## src/rtl/tlsr_pkg.sv

```systemverilog
// Shared constants and types for the thick line span rasteriser.
`default_nettype none

package tlsr_pkg;

  // Field widths and grid limits
  localparam int COORD_W       = 6;
  localparam int THICK_W       = 5;
  localparam int COORD_MAX     = 63;
  localparam int MAX_THICKNESS = 16;
  localparam int HALF_W        = (MAX_THICKNESS > 1) ? $clog2(MAX_THICKNESS) : 1;

  // Internal arithmetic widths: row can overshoot the grid on steep lines
  localparam int ROW_W  = COORD_W + 2;
  localparam int SPAN_W = ROW_W + 1;
  localparam int DEC_W  = 10;

  // Configuration port
  localparam int CFG_IDX_W  = 1;
  localparam int CFG_DATA_W = COORD_W;
  localparam logic [CFG_IDX_W-1:0] CFG_GRID_MAX_COL = 1'b0;
  localparam logic [CFG_IDX_W-1:0] CFG_GRID_MAX_ROW = 1'b1;
  localparam logic [COORD_W-1:0]   GRID_MAX_RESET   = 6'd15;

  // One line command
  typedef struct packed {
    logic [COORD_W-1:0] start_col;
    logic [COORD_W-1:0] start_row;
    logic [COORD_W-1:0] end_col;
    logic [COORD_W-1:0] end_row;
    logic [THICK_W-1:0] thickness;
  } tlsr_cmd_t;

  // One emitted span
  typedef struct packed {
    logic [COORD_W-1:0] col;
    logic [COORD_W-1:0] centre_row;
    logic [COORD_W-1:0] span_low;
    logic [COORD_W-1:0] span_high;
    logic               span_empty;
    logic               last;
  } tlsr_span_t;

  // Controller to datapath commands
  typedef struct packed {
    logic load;
    logic emit;
  } tlsr_ctl_t;

  // Datapath to controller status
  typedef struct packed {
    logic at_last;
    logic out_free;
  } tlsr_sts_t;

endpackage

`default_nettype wire

```

## src/rtl/tlsr_in_if.sv

```systemverilog
// Line command channel: valid, ready and the command fields.
`default_nettype none

interface tlsr_in_if
  import tlsr_pkg::*;
();
  logic               valid;
  logic               ready;
  logic [COORD_W-1:0] start_col;
  logic [COORD_W-1:0] start_row;
  logic [COORD_W-1:0] end_col;
  logic [COORD_W-1:0] end_row;
  logic [THICK_W-1:0] thickness;

  modport source (output valid, start_col, start_row, end_col, end_row, thickness,
                  input ready);
  modport sink   (input valid, start_col, start_row, end_col, end_row, thickness,
                  output ready);
endinterface

`default_nettype wire

```

## src/rtl/tlsr_out_if.sv

```systemverilog
// Span result channel: valid, ready and the span fields.
`default_nettype none

interface tlsr_out_if
  import tlsr_pkg::*;
();
  logic               valid;
  logic               ready;
  logic [COORD_W-1:0] col;
  logic [COORD_W-1:0] centre_row;
  logic [COORD_W-1:0] span_low;
  logic [COORD_W-1:0] span_high;
  logic               span_empty;
  logic               last;

  modport source (output valid, col, centre_row, span_low, span_high, span_empty, last,
                  input ready);
  modport sink   (input valid, col, centre_row, span_low, span_high, span_empty, last,
                  output ready);
endinterface

`default_nettype wire

```

## src/rtl/thick_line_span_rasterizer.sv

```systemverilog
// Top level of the thick line span rasteriser.
//
// A line command word (two endpoints and a thickness) arrives on in_ch.
// The block orders the endpoints so the column rises and walks the columns
// with the midpoint rule, emitting one span word per column on out_ch:
// column, centre row, clipped span rows, an empty flag and a last flag.
// grid_max_col and grid_max_row are written through cfg_we / cfg_index /
// cfg_data; the user must do so only while the block is idle (unchecked).
// The accepted command is registered into the line state, and each span
// word is then loaded into the output register. A command of dx columns
// yields dx + 1 spans at one per cycle while out_ch takes them; the column
// walk of the stepping datapath sets that rate.
// A new command is taken once the final span has been loaded into the
// output register, even while that word still waits to be taken.
// If out_ch stalls, the output register holds its word and the walk
// pauses; nothing is dropped or repeated.
// Reset (rst_n low, synchronous) returns the controller to idle, clears
// the output valid and sets both grid bounds to 15.
`default_nettype none

module thick_line_span_rasterizer
  import tlsr_pkg::*;
(
  input  wire logic                  clk,
  input  wire logic                  rst_n,
  tlsr_in_if.sink                    in_ch,
  tlsr_out_if.source                 out_ch,
  input  wire logic                  cfg_we,
  input  wire logic [CFG_IDX_W-1:0]  cfg_index,
  input  wire logic [CFG_DATA_W-1:0] cfg_data
);

  tlsr_ctl_t  ctl;
  tlsr_sts_t  sts;
  tlsr_cmd_t  cmd;
  tlsr_span_t span;
  logic       in_ready;
  logic       out_valid;

  always_comb begin
    cmd.start_col = in_ch.start_col;
    cmd.start_row = in_ch.start_row;
    cmd.end_col   = in_ch.end_col;
    cmd.end_row   = in_ch.end_row;
    cmd.thickness = in_ch.thickness;
  end

  tlsr_ctrl u_ctrl (
    .clk      (clk),
    .rst_n    (rst_n),
    .in_valid (in_ch.valid),
    .in_ready (in_ready),
    .sts      (sts),
    .ctl      (ctl)
  );

  tlsr_dp u_dp (
    .clk       (clk),
    .rst_n     (rst_n),
    .ctl       (ctl),
    .sts       (sts),
    .cmd       (cmd),
    .cfg_we    (cfg_we),
    .cfg_index (cfg_index),
    .cfg_data  (cfg_data),
    .out_valid (out_valid),
    .out_ready (out_ch.ready),
    .out_span  (span)
  );

  assign in_ch.ready       = in_ready;
  assign out_ch.valid      = out_valid;
  assign out_ch.col        = span.col;
  assign out_ch.centre_row = span.centre_row;
  assign out_ch.span_low   = span.span_low;
  assign out_ch.span_high  = span.span_high;
  assign out_ch.span_empty = span.span_empty;
  assign out_ch.last       = span.last;

endmodule

`default_nettype wire

```

## src/rtl/tlsr_ctrl.sv

```systemverilog
// Controller state machine: takes a command, then emits one span per column.
`default_nettype none

module tlsr_ctrl
  import tlsr_pkg::*;
(
  input  wire logic      clk,
  input  wire logic      rst_n,
  input  wire logic      in_valid,
  output logic           in_ready,
  input  wire tlsr_sts_t sts,
  output tlsr_ctl_t      ctl
);

  localparam logic ST_IDLE = 1'b0;
  localparam logic ST_RUN  = 1'b1;

  logic state_r;
  logic state_nxt;

  // Command and next-state decode
  always_comb begin
    ctl       = '0;
    in_ready  = 1'b0;
    state_nxt = state_r;
    unique case (state_r)
      ST_IDLE: begin
        in_ready = 1'b1;
        if (in_valid) begin
          ctl.load  = 1'b1;
          state_nxt = ST_RUN;
        end
      end
      ST_RUN: begin
        ctl.emit = sts.out_free;
        if (sts.out_free && sts.at_last) begin
          state_nxt = ST_IDLE;
        end
      end
      default: state_nxt = ST_IDLE;
    endcase
  end

  always_ff @(posedge clk) begin
    if (!rst_n) begin
      state_r <= ST_IDLE;
    end else begin
      state_r <= state_nxt;
    end
  end

`ifndef NO_ASSERTIONS
  // A new command is never loaded in the same cycle as a span goes out
  a_load_emit_excl: assert property (@(posedge clk) disable iff (!rst_n)
    !(ctl.load && ctl.emit))
    else $error("load and emit in the same cycle");

  // Emitting the final column returns the controller to idle
  a_last_to_idle: assert property (@(posedge clk) disable iff (!rst_n)
    (ctl.emit && sts.at_last) |=> (state_r == ST_IDLE))
    else $error("controller did not return to idle after the final column");
`endif

endmodule

`default_nettype wire

```

## src/rtl/tlsr_dp.sv

```systemverilog
// Datapath: line setup, midpoint stepping, span clipping, output register.
`default_nettype none

module tlsr_dp
  import tlsr_pkg::*;
(
  input  wire logic                  clk,
  input  wire logic                  rst_n,
  input  wire tlsr_ctl_t             ctl,
  output tlsr_sts_t                  sts,
  input  wire tlsr_cmd_t             cmd,
  input  wire logic                  cfg_we,
  input  wire logic [CFG_IDX_W-1:0]  cfg_index,
  input  wire logic [CFG_DATA_W-1:0] cfg_data,
  output logic                       out_valid,
  input  wire logic                  out_ready,
  output tlsr_span_t                 out_span
);

  function automatic logic [COORD_W-1:0] clamp_coord(input logic [COORD_W-1:0] v);
    return (v > COORD_W'(COORD_MAX)) ? COORD_W'(COORD_MAX) : v;
  endfunction

  localparam logic signed [DEC_W-1:0] DEC_MAX = {1'b0, {(DEC_W-1){1'b1}}};
  localparam logic signed [DEC_W-1:0] DEC_MIN = {1'b1, {(DEC_W-1){1'b0}}};

  // Grid bounds
  logic [COORD_W-1:0] grid_max_col_r;
  logic [COORD_W-1:0] grid_max_row_r;

  // Line state
  logic signed [DEC_W-1:0] decision_r, decision_nxt;
  logic [COORD_W-1:0]      cur_col_r, cur_col_nxt;
  logic signed [ROW_W-1:0] cur_row_r, cur_row_nxt;
  logic [COORD_W-1:0]      stop_col_r, stop_col_nxt;
  logic                    step_dir_r, step_dir_nxt;
  logic signed [DEC_W-1:0] inc_straight_r, inc_straight_nxt;
  logic signed [DEC_W-1:0] inc_diagonal_r, inc_diagonal_nxt;
  logic [HALF_W-1:0]       half_span_r, half_span_nxt;
  logic                    half_neg_r, half_neg_nxt;

  // Output register
  logic       out_valid_r, out_valid_nxt;
  tlsr_span_t out_span_r, out_span_nxt;

  // Setup signals
  logic [COORD_W-1:0]      c0a, r0a, c1a, r1a, c0, r0, c1, r1, dx_u;
  logic [THICK_W-1:0]      thick_sat;
  logic                    swap, dir_up;
  logic signed [DEC_W-1:0] dx_d, dy_d, dir_dx;

  // Step and span signals
  logic signed [DEC_W:0]    dec_sum;
  logic signed [DEC_W-1:0]  inc_sel, dec_sat;
  logic                     go_straight, dec_pos;
  logic signed [SPAN_W-1:0] row_s, half_s, lo_s, hi_s, lo_c, hi_c, gmr_s;
  logic                     empty;

  // Configuration writes
  always_ff @(posedge clk) begin
    if (!rst_n) begin
      grid_max_col_r <= GRID_MAX_RESET;
      grid_max_row_r <= GRID_MAX_RESET;
    end else if (cfg_we) begin
      case (cfg_index)
        CFG_GRID_MAX_COL: grid_max_col_r <= cfg_data;
        CFG_GRID_MAX_ROW: grid_max_row_r <= cfg_data;
        default: ;
      endcase
    end
  end

  // Line setup: order endpoints so the column rises, build the increments
  always_comb begin
    c0a       = clamp_coord(cmd.start_col);
    r0a       = clamp_coord(cmd.start_row);
    c1a       = clamp_coord(cmd.end_col);
    r1a       = clamp_coord(cmd.end_row);
    thick_sat = (cmd.thickness > THICK_W'(MAX_THICKNESS)) ?
                THICK_W'(MAX_THICKNESS) : cmd.thickness;
    swap      = (c1a < c0a);
    c0        = swap ? c1a : c0a;
    r0        = swap ? r1a : r0a;
    c1        = swap ? c0a : c1a;
    r1        = swap ? r0a : r1a;
    dx_u      = c1 - c0;
    dir_up    = (r1 > r0);
    dx_d      = signed'({{(DEC_W-COORD_W){1'b0}}, dx_u});
    dy_d      = signed'({{(DEC_W-COORD_W){1'b0}}, r1}) -
                signed'({{(DEC_W-COORD_W){1'b0}}, r0});
    dir_dx    = dir_up ? -dx_d : dx_d;
  end

  // Midpoint step with a saturating decision value
  always_comb begin
    dec_pos     = !decision_r[DEC_W-1] && (decision_r != '0);
    go_straight = step_dir_r ? decision_r[DEC_W-1] : dec_pos;
    inc_sel     = go_straight ? inc_straight_r : inc_diagonal_r;
    dec_sum     = {decision_r[DEC_W-1], decision_r} + {inc_sel[DEC_W-1], inc_sel};
    if (dec_sum[DEC_W] != dec_sum[DEC_W-1]) begin
      dec_sat = dec_sum[DEC_W] ? DEC_MIN : DEC_MAX;
    end else begin
      dec_sat = dec_sum[DEC_W-1:0];
    end
  end

  // Span around the current row, clipped to the grid
  always_comb begin
    row_s  = {cur_row_r[ROW_W-1], cur_row_r};
    half_s = signed'({{(SPAN_W-HALF_W){1'b0}}, half_span_r});
    gmr_s  = signed'({{(SPAN_W-COORD_W){1'b0}}, grid_max_row_r});
    lo_s   = row_s - half_s;
    hi_s   = row_s + half_s;
    lo_c   = (lo_s < 0) ? '0 : lo_s;
    hi_c   = (hi_s > gmr_s) ? gmr_s : hi_s;
    empty  = (cur_col_r > grid_max_col_r) || half_neg_r || (lo_c > hi_c);
    out_span_nxt.col        = cur_col_r;
    out_span_nxt.centre_row = cur_row_r[COORD_W-1:0];
    out_span_nxt.span_low   = empty ? '0 : lo_c[COORD_W-1:0];
    out_span_nxt.span_high  = empty ? '0 : hi_c[COORD_W-1:0];
    out_span_nxt.span_empty = empty;
    out_span_nxt.last       = (cur_col_r == stop_col_r);
  end

  // Next state of the line registers
  always_comb begin
    decision_nxt     = decision_r;
    cur_col_nxt      = cur_col_r;
    cur_row_nxt      = cur_row_r;
    stop_col_nxt     = stop_col_r;
    step_dir_nxt     = step_dir_r;
    inc_straight_nxt = inc_straight_r;
    inc_diagonal_nxt = inc_diagonal_r;
    half_span_nxt    = half_span_r;
    half_neg_nxt     = half_neg_r;
    if (ctl.load) begin
      decision_nxt     = (dy_d <<< 1) + dir_dx;
      inc_straight_nxt = dy_d <<< 1;
      inc_diagonal_nxt = (dy_d + dir_dx) <<< 1;
      cur_col_nxt      = c0;
      cur_row_nxt      = signed'({{(ROW_W-COORD_W){1'b0}}, r0});
      stop_col_nxt     = c1;
      step_dir_nxt     = dir_up;
      half_neg_nxt     = (thick_sat == '0);
      half_span_nxt    = (thick_sat == '0) ? '0 : HALF_W'(thick_sat - 1'b1);
    end else if (ctl.emit && !sts.at_last) begin
      decision_nxt = dec_sat;
      cur_col_nxt  = cur_col_r + 1'b1;
      if (!go_straight) begin
        cur_row_nxt = step_dir_r ? cur_row_r + 1'b1 : cur_row_r - 1'b1;
      end
    end
  end

  always_comb begin
    sts.at_last   = (cur_col_r == stop_col_r);
    sts.out_free  = !out_valid_r || out_ready;
    out_valid_nxt = ctl.emit ? 1'b1 : (out_ready ? 1'b0 : out_valid_r);
  end

  always_ff @(posedge clk) begin
    if (!rst_n) begin
      decision_r     <= '0;
      cur_col_r      <= '0;
      cur_row_r      <= '0;
      stop_col_r     <= '0;
      step_dir_r     <= 1'b0;
      inc_straight_r <= '0;
      inc_diagonal_r <= '0;
      half_span_r    <= '0;
      half_neg_r     <= 1'b0;
      out_valid_r    <= 1'b0;
    end else begin
      decision_r     <= decision_nxt;
      cur_col_r      <= cur_col_nxt;
      cur_row_r      <= cur_row_nxt;
      stop_col_r     <= stop_col_nxt;
      step_dir_r     <= step_dir_nxt;
      inc_straight_r <= inc_straight_nxt;
      inc_diagonal_r <= inc_diagonal_nxt;
      half_span_r    <= half_span_nxt;
      half_neg_r     <= half_neg_nxt;
      out_valid_r    <= out_valid_nxt;
    end
  end

  // Span word register, no reset needed
  always_ff @(posedge clk) begin
    if (ctl.emit) begin
      out_span_r <= out_span_nxt;
    end
  end

  assign out_valid = out_valid_r;
  assign out_span  = out_span_r;

`ifndef NO_ASSERTIONS
  // Setup always orders the endpoints so the walk runs towards the stop column
  a_setup_order: assert property (@(posedge clk) disable iff (!rst_n)
    ctl.load |=> (cur_col_r <= stop_col_r))
    else $error("start column beyond stop column after setup");

  // Each non-final span advances the column by exactly one
  a_col_step: assert property (@(posedge clk) disable iff (!rst_n)
    (ctl.emit && !sts.at_last) |=> (cur_col_r == $past(cur_col_r) + 1'b1))
    else $error("column did not advance by one");

  // An empty span always reads as rows zero to zero
  a_empty_zero: assert property (@(posedge clk) disable iff (!rst_n)
    (out_valid_r && out_span_r.span_empty) |->
      ((out_span_r.span_low == '0) && (out_span_r.span_high == '0)))
    else $error("empty span carries non-zero rows");
`endif

endmodule

`default_nettype wire

```

## src/flat_wrapper.sv

```systemverilog
// flat-port wrapper written by rule: the top's interface ports become plain ports
module thick_line_span_rasterizer_flat import tlsr_pkg::*;
  (clk, rst_n, cfg_we, cfg_index, cfg_data, in_ch_valid, in_ch_start_col, in_ch_start_row, in_ch_end_col, in_ch_end_row, in_ch_thickness, in_ch_ready, out_ch_valid, out_ch_col, out_ch_centre_row, out_ch_span_low, out_ch_span_high, out_ch_span_empty, out_ch_last, out_ch_ready);
  tlsr_in_if in_ch_i ();
  tlsr_out_if out_ch_i ();
  input  wire logic clk;
  input  wire logic rst_n;
  input  wire logic cfg_we;
  input  wire logic [CFG_IDX_W-1:0] cfg_index;
  input  wire logic [CFG_DATA_W-1:0] cfg_data;
  input wire logic [$bits(in_ch_i.valid)-1:0] in_ch_valid;
  input wire logic [$bits(in_ch_i.start_col)-1:0] in_ch_start_col;
  input wire logic [$bits(in_ch_i.start_row)-1:0] in_ch_start_row;
  input wire logic [$bits(in_ch_i.end_col)-1:0] in_ch_end_col;
  input wire logic [$bits(in_ch_i.end_row)-1:0] in_ch_end_row;
  input wire logic [$bits(in_ch_i.thickness)-1:0] in_ch_thickness;
  output wire logic [$bits(in_ch_i.ready)-1:0] in_ch_ready;
  output wire logic [$bits(out_ch_i.valid)-1:0] out_ch_valid;
  output wire logic [$bits(out_ch_i.col)-1:0] out_ch_col;
  output wire logic [$bits(out_ch_i.centre_row)-1:0] out_ch_centre_row;
  output wire logic [$bits(out_ch_i.span_low)-1:0] out_ch_span_low;
  output wire logic [$bits(out_ch_i.span_high)-1:0] out_ch_span_high;
  output wire logic [$bits(out_ch_i.span_empty)-1:0] out_ch_span_empty;
  output wire logic [$bits(out_ch_i.last)-1:0] out_ch_last;
  input wire logic [$bits(out_ch_i.ready)-1:0] out_ch_ready;
  assign in_ch_i.valid = in_ch_valid;
  assign in_ch_i.start_col = in_ch_start_col;
  assign in_ch_i.start_row = in_ch_start_row;
  assign in_ch_i.end_col = in_ch_end_col;
  assign in_ch_i.end_row = in_ch_end_row;
  assign in_ch_i.thickness = in_ch_thickness;
  assign in_ch_ready = in_ch_i.ready;
  assign out_ch_valid = out_ch_i.valid;
  assign out_ch_col = out_ch_i.col;
  assign out_ch_centre_row = out_ch_i.centre_row;
  assign out_ch_span_low = out_ch_i.span_low;
  assign out_ch_span_high = out_ch_i.span_high;
  assign out_ch_span_empty = out_ch_i.span_empty;
  assign out_ch_last = out_ch_i.last;
  assign out_ch_i.ready = out_ch_ready;
  thick_line_span_rasterizer u_core (.clk(clk), .rst_n(rst_n), .in_ch(in_ch_i), .out_ch(out_ch_i), .cfg_we(cfg_we), .cfg_index(cfg_index), .cfg_data(cfg_data));
endmodule
```

## config.mk

```make
export PLATFORM = sky130hd
export DESIGN_NAME = thick_line_span_rasterizer_flat
export DESIGN_NICKNAME = d
export VERILOG_FILES = /design/src/rtl/tlsr_pkg.sv /design/src/rtl/tlsr_in_if.sv /design/src/rtl/tlsr_out_if.sv /design/src/rtl/thick_line_span_rasterizer.sv /design/src/rtl/tlsr_ctrl.sv /design/src/rtl/tlsr_dp.sv /design/src/flat_wrapper.sv
export SDC_FILE = /design/constraint.sdc
export NUM_CORES = 1
export LEC_CHECK = 0
export ABC_AREA = 1
export BUFFER_PORTS_ARGS = -buffer_cell sky130_fd_sc_hd__clkbuf_2
export CAP_MARGIN = 20
export CORE_MARGIN = 4
export CORE_UTILIZATION = 35
export DETAILED_ROUTE_END_ITERATION = 10
export PLACE_DENSITY = 0.5
export SYNTH_ARGS = -nofsm -noshare
export SYNTH_HDL_FRONTEND = slang
export SYNTH_HIERARCHICAL = 1
export SYNTH_SLANG_ARGS = --single-unit
```

## constraint.sdc

```tcl
create_clock -name clk -period 16.5 [get_ports clk]
set_input_delay 2.475 -clock clk [delete_from_list [all_inputs] [get_ports clk]]
set_output_delay 2.475 -clock clk [all_outputs]
set_load 0.01 [all_outputs]
```

== Yosys cells after proc, flatten, opt, wreduce, memory -nomap -nowiden ==
Index checks and enable logic that the tools add are counted.

* Add/sub/neg operators: 12
* Order comparisons: 11
* Reduce and logical (&&, ||, !) cells: 18
* Div/mod/pow operators: 0
* Shift operators: 0
* Multipliers: 0
* Equal/unequal tests: 3
* Muxes and demuxes: 33
* Bitwise operators: 4

{| class="wikitable"
|+ Operator list
! cell !! count
|-
| $mux W6 || 13
|-
| $mux W10 || 6
|-
| $gt A6 B6 Y1 const B || 4
|-
| $mux W9 || 2
|-
| $gt A6 B6 Y1 || 2
|-
| $add A10 B10 Y11 || 1
|-
| $add A8 B10 Y10 || 1
|-
| $neg A6 Y10 || 1
|-
| $reduce_bool A10 Y1 || 1
|-
| $add A7 B9 Y9 || 1
|-
| $add A8 B5 Y9 || 1
|-
| $gt A9 B7 Y1 || 1
|-
| $gt A9 B9 Y1 || 1
|-
| $lt A9 B1 Y1 const B || 1
|-
| $sub A8 B5 Y9 || 1
|-
| $add A8 B1 Y8 const B || 1
|-
| $mux W1 || 8
|-
| $mux W8 || 1
|-
| $reduce_and A2 Y1 || 4
|-
| $sub A8 B1 Y8 const B || 1
|-
| $sub A6 B6 Y7 || 1
|-
| $add A6 B1 Y6 const B || 1
|-
| $eq A6 B6 Y1 || 1
|-
| $lt A6 B6 Y1 || 1
|-
| other kinds (15) || 25
|}

* Bits of input ports: 41
* Memory bits (read-only): 0
* Register bits: 92
* Logic and storage cells: 101
* RAM bits: 0
* Output and inout bits: 28
* Bits in latches: 0
* Memories kept: 0

== Longest topological paths before layout ==
Gate-level depths: netlist (run 1).

* Depth after elaboration: 9
* Depth in mapped cells: 38
* Mapped depth without buffers: 35

== Cells and area by module ==
Netlist (run 1), hierarchy kept.

{| class="wikitable"
|+ By module, submodules not included
! module !! instances !! sequential area each (µm²) !! cells each !! area each (µm²)
|-
| tlsr_dp || 1 || 2082.0 || 929 || 6774.0
|-
| tlsr_ctrl || 1 || 20.0 || 10 || 57.6
|}

== Least setup slack after synthesis (run 1) ==
No wires, ideal clock.

* Path kind: input to register
* From: input port in_ch_end_col[5]
* To: register u_core.u_dp.decision_r[9]
* Buffers on the path: 4
* Required time: 16.383 ns
* Library setup time: 0.117 ns
* Stages on the path: 35
* Slack: 9.085 ns
* Data arrival time: 7.297 ns
* Cells stage by stage: clkbuf_1 ha_1 inv_1 o21bai_1 nor2_8 nand2_4 buf_4 clkbuf_1 clkbuf_1 o21ai_0 ha_1 nand2_1 o21ai_0 a21oi_1 o21ai_0 nand2_1 nand2_1 nand2_1 nand2_1 o21ai_0 ha_1 fa_1 nand3_1 nand2_1 nand2_1 nand2_1 a21oi_1 o21ai_0 a21o_1 xor2_1 inv_1 nand3_2 nand3_1 nand2_1 a21oi_2

* Word-level cells in the longest chain between the ends: 9
* Elaborated cells on any way between the ends: 14
* Those cells by class: 4 x add/sub; 3 x order compare; 7 x mux

{| class="wikitable"
|+ RTL lines
! what !! RTL line !! text
|-
| start, declared || flat_wrapper.sv:14 || <nowiki>input wire logic [$bits(in_ch_i.end_col)-1:0] in_ch_end_col;</nowiki>
|-
| $gt A6 B6 Y1 || tlsr_dp.sv:21 || <nowiki>return (v > COORD_W'(COORD_MAX)) ? COORD_W'(COORD_MAX) : v;</nowiki>
|-
| $mux W6 * || tlsr_dp.sv:21 ||
|-
| $lt A6 B6 Y1 || tlsr_dp.sv:81 || <nowiki>swap = (c1a < c0a);</nowiki>
|-
| $mux W6, on equally long branches || tlsr_dp.sv:84, tlsr_dp.sv:82 ||
|-
| $sub A6 B6 Y6 || tlsr_dp.sv:86 || <nowiki>dx_u = c1 - c0;</nowiki>
|-
| $neg A6 Y10 || tlsr_dp.sv:91 || <nowiki>dir_dx = dir_up ? -dx_d : dx_d;</nowiki>
|-
| $mux W10 || tlsr_dp.sv:91 ||
|-
| $add A8 B10 Y10 * || tlsr_dp.sv:137 || <nowiki>decision_nxt = (dy_d <<< 1) + dir_dx;</nowiki>
|-
| $mux W10 * || tlsr_dp.sv:136 || <nowiki>if (ctl.load) begin</nowiki>
|-
| end signal, assigned || tlsr_dp.sv:174 || <nowiki>decision_r <= decision_nxt;</nowiki>
|-
| end, declared || tlsr_dp.sv:32 || <nowiki>logic signed [DEC_W-1:0] decision_r, decision_nxt;</nowiki>
|}

Mark *: on every way between the ends. The rest lies on a longest branch, timed or not.
A chain may end at the register's enable or synchronous reset.

== Worst setup path after layout (run 1) ==
* From: input port in_ch_start_col[5]
* To: register u_core.u_dp.decision_r[9]

* Word-level cells in the longest chain between the ends: 9
* Elaborated cells on any way between the ends: 14
* Those cells by class: 4 x add/sub; 3 x order compare; 7 x mux

{| class="wikitable"
|+ RTL lines
! what !! RTL line !! text
|-
| start, declared || flat_wrapper.sv:12 || <nowiki>input wire logic [$bits(in_ch_i.start_col)-1:0] in_ch_start_col;</nowiki>
|-
| $gt A6 B6 Y1 || tlsr_dp.sv:21 ||
|-
| $mux W6 * || tlsr_dp.sv:21 ||
|-
| $lt A6 B6 Y1 || tlsr_dp.sv:81 ||
|-
| $mux W6, on equally long branches || tlsr_dp.sv:84, tlsr_dp.sv:82 ||
|-
| $sub A6 B6 Y6 || tlsr_dp.sv:86 ||
|-
| $neg A6 Y10 || tlsr_dp.sv:91 ||
|-
| $mux W10 || tlsr_dp.sv:91 ||
|-
| $add A8 B10 Y10 * || tlsr_dp.sv:137 ||
|-
| $mux W10 * || tlsr_dp.sv:136 ||
|}

Marks and branches as above.

==> results.json, run 1 <==
{
  "coreArea_um2": 19000,
  "crit_path_max_incr_delay_ns": 0.39,
  "grt_max_degree": 41,
  "critPathMostFrequentCell": "nand2_1",
  "ys_types": 51,
  "worstSetupPathType": "in -> reg",
  "vias_per_cell": 4.86,
  "async_reset_ff_share_pct": 0,
  "hp-class": "reg -> reg",
  "cts_tree": "done",
  "antenna_left": 0,
  "cp-end-kind": "register",
  "post_cts_resized": 0,
  "rsz0062_at_grt": "false",
  "antenna_found_initial": 0,
  "htree_num_levels": 3,
  "run_status": "finished, final reports clean",
  "final_cell_mix": "164 x nand2_1, 161 x inv_1, 91 x o21ai_0, 77 x nor2_1, 73 x ha_1",
  "power_density_nw_per_um2": 153,
  "cpMaxStageDelayCell": "ha_1",
  "synthCells": 939,
  "root_buffer": "clkbuf_16",
  "synth_area_um2": 6830,
  "synth.largest_area_cell": "dfxtp_1",
  "r2r_slack_ns": 11.03,
  "die-height_um": 148,
  "synth_nets": 1060,
  "synth_top_flop_cell": "dfxtp_1",
  "tightest_slew_ns": 1.02,
  "setup_viol": 0,
  "maxSlewViolCount": 0,
  "finalHoldViolCount": 0,
  "routed_wl_mm": 18.0,
  "portBuffers": 68,
  "dp_hpwl_mm": 14.3,
  "area_growth_pct": 13.6,
  "die_area_um2": 21800,
  "grt_pass1_wl_mm": 29.2,
  "vdd_ir_drop_max_mv": 0.0792,
  "finalClockSkew_ns": 0.00699,
  "wl_per_cell_um": 14.2,
  "globalplace.congestion": 0.883,
  "ctsHoldBuffers": 0,
  "final_nets": 1119,
  "cts_setup_buffers": 0,
  "synth_top_area_share_pct": 19.3,
  "yosys-top-cells-area": "dfxtp_1 19%, ha_1 13%, edfxtp_1 11%, nand2_1 9.0%, inv_1 8.8%",
  "drcViolationCount": 0,
  "crit_fanout": 40,
  "start_util_pct": 36.0,
  "io_pins": 69,
  "antennaDiodeCount": 0,
  "cp.required_ns": 16.73,
  "max_cap_violations": 0,
  "clock_sinks": 92,
  "dr_total_vias": 6142,
  "clock_latency_ns": 0.35,
  "drive_gt1_share_pct": 11.5,
  "rows": 50,
  "grt_use_total_pct": 16.7,
  "ys_ff_latch": 92,
  "post-route-period-util_pct": 45.1,
  "grt_pass1_vias": 5708,
  "setup_tns_ns": 0,
  "mostFrequentLayoutCell": "nand2_1",
  "crit_arrival_ns": 7.66,
  "seq_area_frac_synth_pct": 30.8,
  "period_minus_slack_ns": 7.44,
  "die_x_um": 148,
  "synth_edf_count": 26,
  "startpoint_type": "input pin",
  "drtPass1Iterations": 5,
  "synth_warnings": 6,
  "syn_area_per_cell_um2": 7.28,
  "cts_made_buffers": 9,
  "power.total_w": 0.00119,
  "drt_iter0_markers": 312,
  "path_clk_slew_ns": 0.06,
  "final.fill_count": 2012,
  "overflow": 0,
  "fmax_ghz": 0.134,
  "p_leak_nw": 3.82,
  "slew_headroom_pct": 32.1,
  "cts_max_path_buffers": 2
}
==> worst paths after layout <==
kind                                   endpoint  cells after the start                          start
setup / recovery      u_core/u_dp/decision_r[9]                     33             in_ch_start_col[5]
hold / removal    u_core/u_dp/inc_diagonal_r[9]                      2  u_core/u_dp/inc_diagonal_r[9]
hold reg to reg   u_core/u_dp/inc_diagonal_r[9]                      2  u_core/u_dp/inc_diagonal_r[9]
setup reg to reg        u_core/u_dp/out_span[7]                     23       u_core/u_dp/cur_row_r[0]
==> registers in the layout, indices dropped and copies added, names as in the netlist <==
| name | cells |
|---|---|
| u_core/u_dp/decision_r | 10 |
| u_core/u_dp/half_neg_r | 1 |
| u_core/u_dp/inc_diagonal_r | 9 |
| u_core/u_ctrl/state_r | 1 |
| u_core/u_dp/grid_max_row_r | 6 |
| u_core/u_dp/inc_straight_r | 7 |
| u_core/u_dp/half_span_r | 4 |
| u_core/u_dp/out_span | 26 |
| u_core/u_dp/grid_max_col_r | 6 |
| u_core/u_dp/cur_row_r | 8 |
| u_core/u_dp/cur_col_r | 6 |
| u_core/u_dp/out_valid | 1 |
| u_core/u_dp/step_dir_r | 1 |
| u_core/u_dp/stop_col_r | 6 |
==> logic make-up after synthesis <==
group | count (synthesis) | share of synthesized area, %
xor+xnor | 27 | 3.46
fa+ha+maj | 80 | 15.4
flops | 92 | 30.8
buf+inv | 189 | 10.6
simple gates | 338 | 21.7
compound gates | 213 | 18.0
==> final cells by class <==
type	instances	area [um^2]	area share (%)
Clock buffer	10	229	2.95
Multi-Input combinational cell	658	4010	51.6
Tap cell	260	325	4.19
Clock inverter	6	87.6	1.13
Timing Repair Buffer	73	398	5.13
Sequential cell	92	2100	27.1
Inverter	164	616	7.93
==> power breakdown <==
part	total, W	internal, W	switching (W)
sequential	0.000310	0.000283	0.0000274
combinational	0.000654	0.000235	0.000419
clock	0.000224	0.000133	0.0000906
total	0.00119	0.000651	0.000537
==> metrics by stage <==
step	utilization [%]	hold WS (ns)	setup slack (ns)	cells	area (um^2)
global route	41.0	0.483	8.48	1263	7760
floorplan	-	0.421	9.09	939	6830
CTS	40.8	0.453	9.16	1262	7730
finish	41.0	0.452	9.06	1263	7760
detailed placement	39.1	0.441	8.81	1246	7420
global placement	39.1	0.436	9.03	1246	7420
==> critical path, delay by kind of cell <==
kind	cells	cell delay [ns]
buffers and inverters	5	0.48
adder cells (fa/ha/maj)	3	1.02
XOR/XNOR	2	0.44
AND/OR/NAND/NOR	13	1.34
AO/OA/AOI/OAI	10	1.89
==> layer usage <==
layer	track usage, %	vias up	routed length, um
li1	-	3247	-
met1	23.2	2736	8940
met2	26.6	140	7890
met3	3.00	19	775
met4	4.99	0	346
met5	0	-	0
==> cell usage after synthesis, types with 2 or more instances <==
library cell and number:
a31oi_1 10, nand3_2 2, o32ai_1 3, o21ai_1 2, nand2_2 11, nor2_2 3, xnor2_1 7, fa_1 7
nand3_1 41, o22ai_1 7, nor4_1 5, o221ai_1 5, inv_2 2, xor2_1 20, clkbuf_1 20, nor3_1 17
nor2_1 78, o21bai_1 5, o21ai_2 2, nand3b_1 3, edfxtp_1 26, dfxtp_1 66, nand4_1 5, o31ai_1 2
ha_1 73, a21oi_1 61, o211ai_1 11, a221oi_1 2, nand2_4 2, o21ai_0 91, a22o_1 3, a41oi_1 3
inv_1 161, buf_2 2, nand2_1 164, and2_1 2
Note: power is estimated with default switching activity, not from simulation.
==> run 2, diff against run 1 <==
==> constraint.sdc (replaced) <==
create_clock -name clk -period 7.7 [get_ports clk]
set_input_delay 1.155 -clock clk [delete_from_list [all_inputs] [get_ports clk]]
set_output_delay 1.155 -clock clk [all_outputs]
set_load 0.01 [all_outputs]
==> results.json, run 2 (synthesis gave the netlist of run 1 again) <==
{
  "rsz0062_at_grt": "false",
  "startpoint_type": "input pin",
  "routed_wl_mm": 18.2,
  "finalWorstSetupSlack_ns": 1.63,
  "coreArea_um2": 19000,
  "antenna_left": 0,
  "power_density_nw_per_um2": 325,
  "r2r-start": "u_core/u_dp/cur_row_r[0]",
  "cpMaxStageDelayCell": "ha_1",
  "crit_path_max_incr_delay_ns": 0.37,
  "antenna_found_initial": 0,
  "hp-class": "reg -> reg",
  "root_buffer": "clkbuf_16",
  "maxSlewViolCount": 0,
  "holdCritStartpoint": "u_core/u_dp/inc_diagonal_r[9]",
  "tightest_slew_ns": 1.01,
  "die_area_um2": 21800,
  "crit_fanout": 40,
  "cts_tree": "done",
  "drt_iter0_markers": 328,
  "clock_latency_ns": 0.35,
  "io_pins": 69,
  "overflow": 0,
  "htree_num_levels": 3,
  "setup_tns_ns": 0,
  "reg2regPathDepth": 24,
  "clock_sinks": 92,
  "portBuffers": 68,
  "power.total_w": 0.00252,
  "slew_headroom_pct": 32.3,
  "die_x_um": 148,
  "whs_endpoint": "u_core/u_dp/inc_diagonal_r[9]",
  "crit_arrival_ns": 6.29,
  "fmax_ghz": 0.165,
  "final.fill_count": 2021,
  "drive_gt1_share_pct": 11.5,
  "vias_per_cell": 4.81,
  "grt_max_degree": 41,
  "rows": 50,
  "period_minus_slack_ns": 6.07,
  "grt_use_total_pct": 17.0,
  "finalHoldViolCount": 0,
  "ctsHoldBuffers": 0,
  "worstSetupPathType": "in -> reg",
  "r2r_slack_ns": 2.27,
  "run_status": "finished, final reports clean",
  "p_leak_nw": 3.81,
  "grt_pass1_wl_mm": 29.6,
  "critPathMostFrequentCell": "nand2_1",
  "largest_reg_flops": 26,
  "drtPass1Iterations": 5,
  "post-route-period-util_pct": 78.8,
  "drcViolationCount": 0,
  "grt_pass1_vias": 5741,
  "area_growth_pct": 13.3,
  "crit_buf_inv": 5,
  "start_util_pct": 36.0,
  "hold_depth": 2,
  "path_clk_slew_ns": 0.06,
  "post_cts_resized": 0,
  "finalClockSkew_ns": 0.0155,
  "cts_setup_buffers": 0,
  "final_nets": 1119,
  "cpLargestDelayFamily": "compound AO/OA/AOI/OAI gates",
  "antennaDiodeCount": 0,
  "cp.required_ns": 7.93,
  "dp_hpwl_mm": 14.5,
  "cp-end-kind": "register",
  "mostFrequentLayoutCell": "nand2_1",
  "final_cell_mix": "164 x nand2_1, 161 x inv_1, 91 x o21ai_0, 77 x nor2_1, 73 x ha_1",
  "cts_made_buffers": 9,
  "die-height_um": 148,
  "dr_total_vias": 6077,
  "setup_viol": 0,
  "globalplace.congestion": 0.883,
  "pre_cts_slack_ns": 1.32,
  "r2r-end": "u_core/u_dp/out_span[11]",
  "max_cap_violations": 0,
  "wl_per_cell_um": 14.4,
  "cts_max_path_buffers": 2,
  "vdd_ir_drop_max_mv": 0.124,
  "fin_util_pct": 40.8
}
-- run 2: stage by stage --
stage / cells / hold WS, ns / area [um^2]
3_3_place_gp: 1246 / 0.435 / 7420
3_5_place_dp: 1246 / 0.440 / 7420
6_report: 1263 / 0.454 / 7740
5_1_grt: 1263 / 0.482 / 7740
2_1_floorplan: 939 / 0.421 / 6830
4_1_cts: 1262 / 0.453 / 7710
-- run 2: worst max-delay path by stage --
stage | start | end | slack, ns | cells after the start
global placement | in_ch_start_col[5] | u_core/u_dp/decision_r[8] | 1.55 | 31
finish | in_ch_start_col[5] | u_core/u_dp/decision_r[9] | 1.63 | 33
floorplan | in_ch_end_col[5] | u_core/u_dp/decision_r[9] | 1.61 | 35
CTS | in_ch_start_col[5] | u_core/u_dp/decision_r[9] | 1.63 | 33
global route | in_ch_start_col[5] | u_core/u_dp/decision_r[9] | 0.82 | 33
detailed placement | in_ch_start_col[5] | u_core/u_dp/decision_r[9] | 1.32 | 33
-- run 2: power breakdown --
part           leakage, nW  internal [W]  switching (W)  total (W)
clock network        0.147      0.000253       0.000199   0.000451
registers            0.798      0.000605      0.0000594   0.000665
logic                 2.87      0.000503       0.000897    0.00140
total                 3.81       0.00136        0.00116    0.00252
-- run 2: layout make-up --
class,count,area [um^2],area share [%]
Multi-Input combinational cell,658,4010,51.8
Sequential cell,92,2100,27.2
Inverter,164,616,7.96
Timing Repair Buffer,73,398,5.14
Tap cell,260,325,4.20
Clock buffer,10,229,2.96
Clock inverter,6,62.6,0.809
-- run 2: layer usage --
metal | share of wire, % | GRT usage, % | vias up | routed length, um
met5 | 0 | 0 | - | 0
met3 | 3.4 | 2.51 | 19 | 615
li1 | - | - | 3238 | -
met1 | 51 | 24.0 | 2719 | 9280
met2 | 43 | 26.9 | 101 | 7910
met4 | 2.1 | 5.27 | 0 | 386
-- run 2: worst min-delay path, stage by stage (launching register included) --
cell	delay (ns)
dfxtp_1	0.31
nand2_1	0.06
nand2_1	0.04
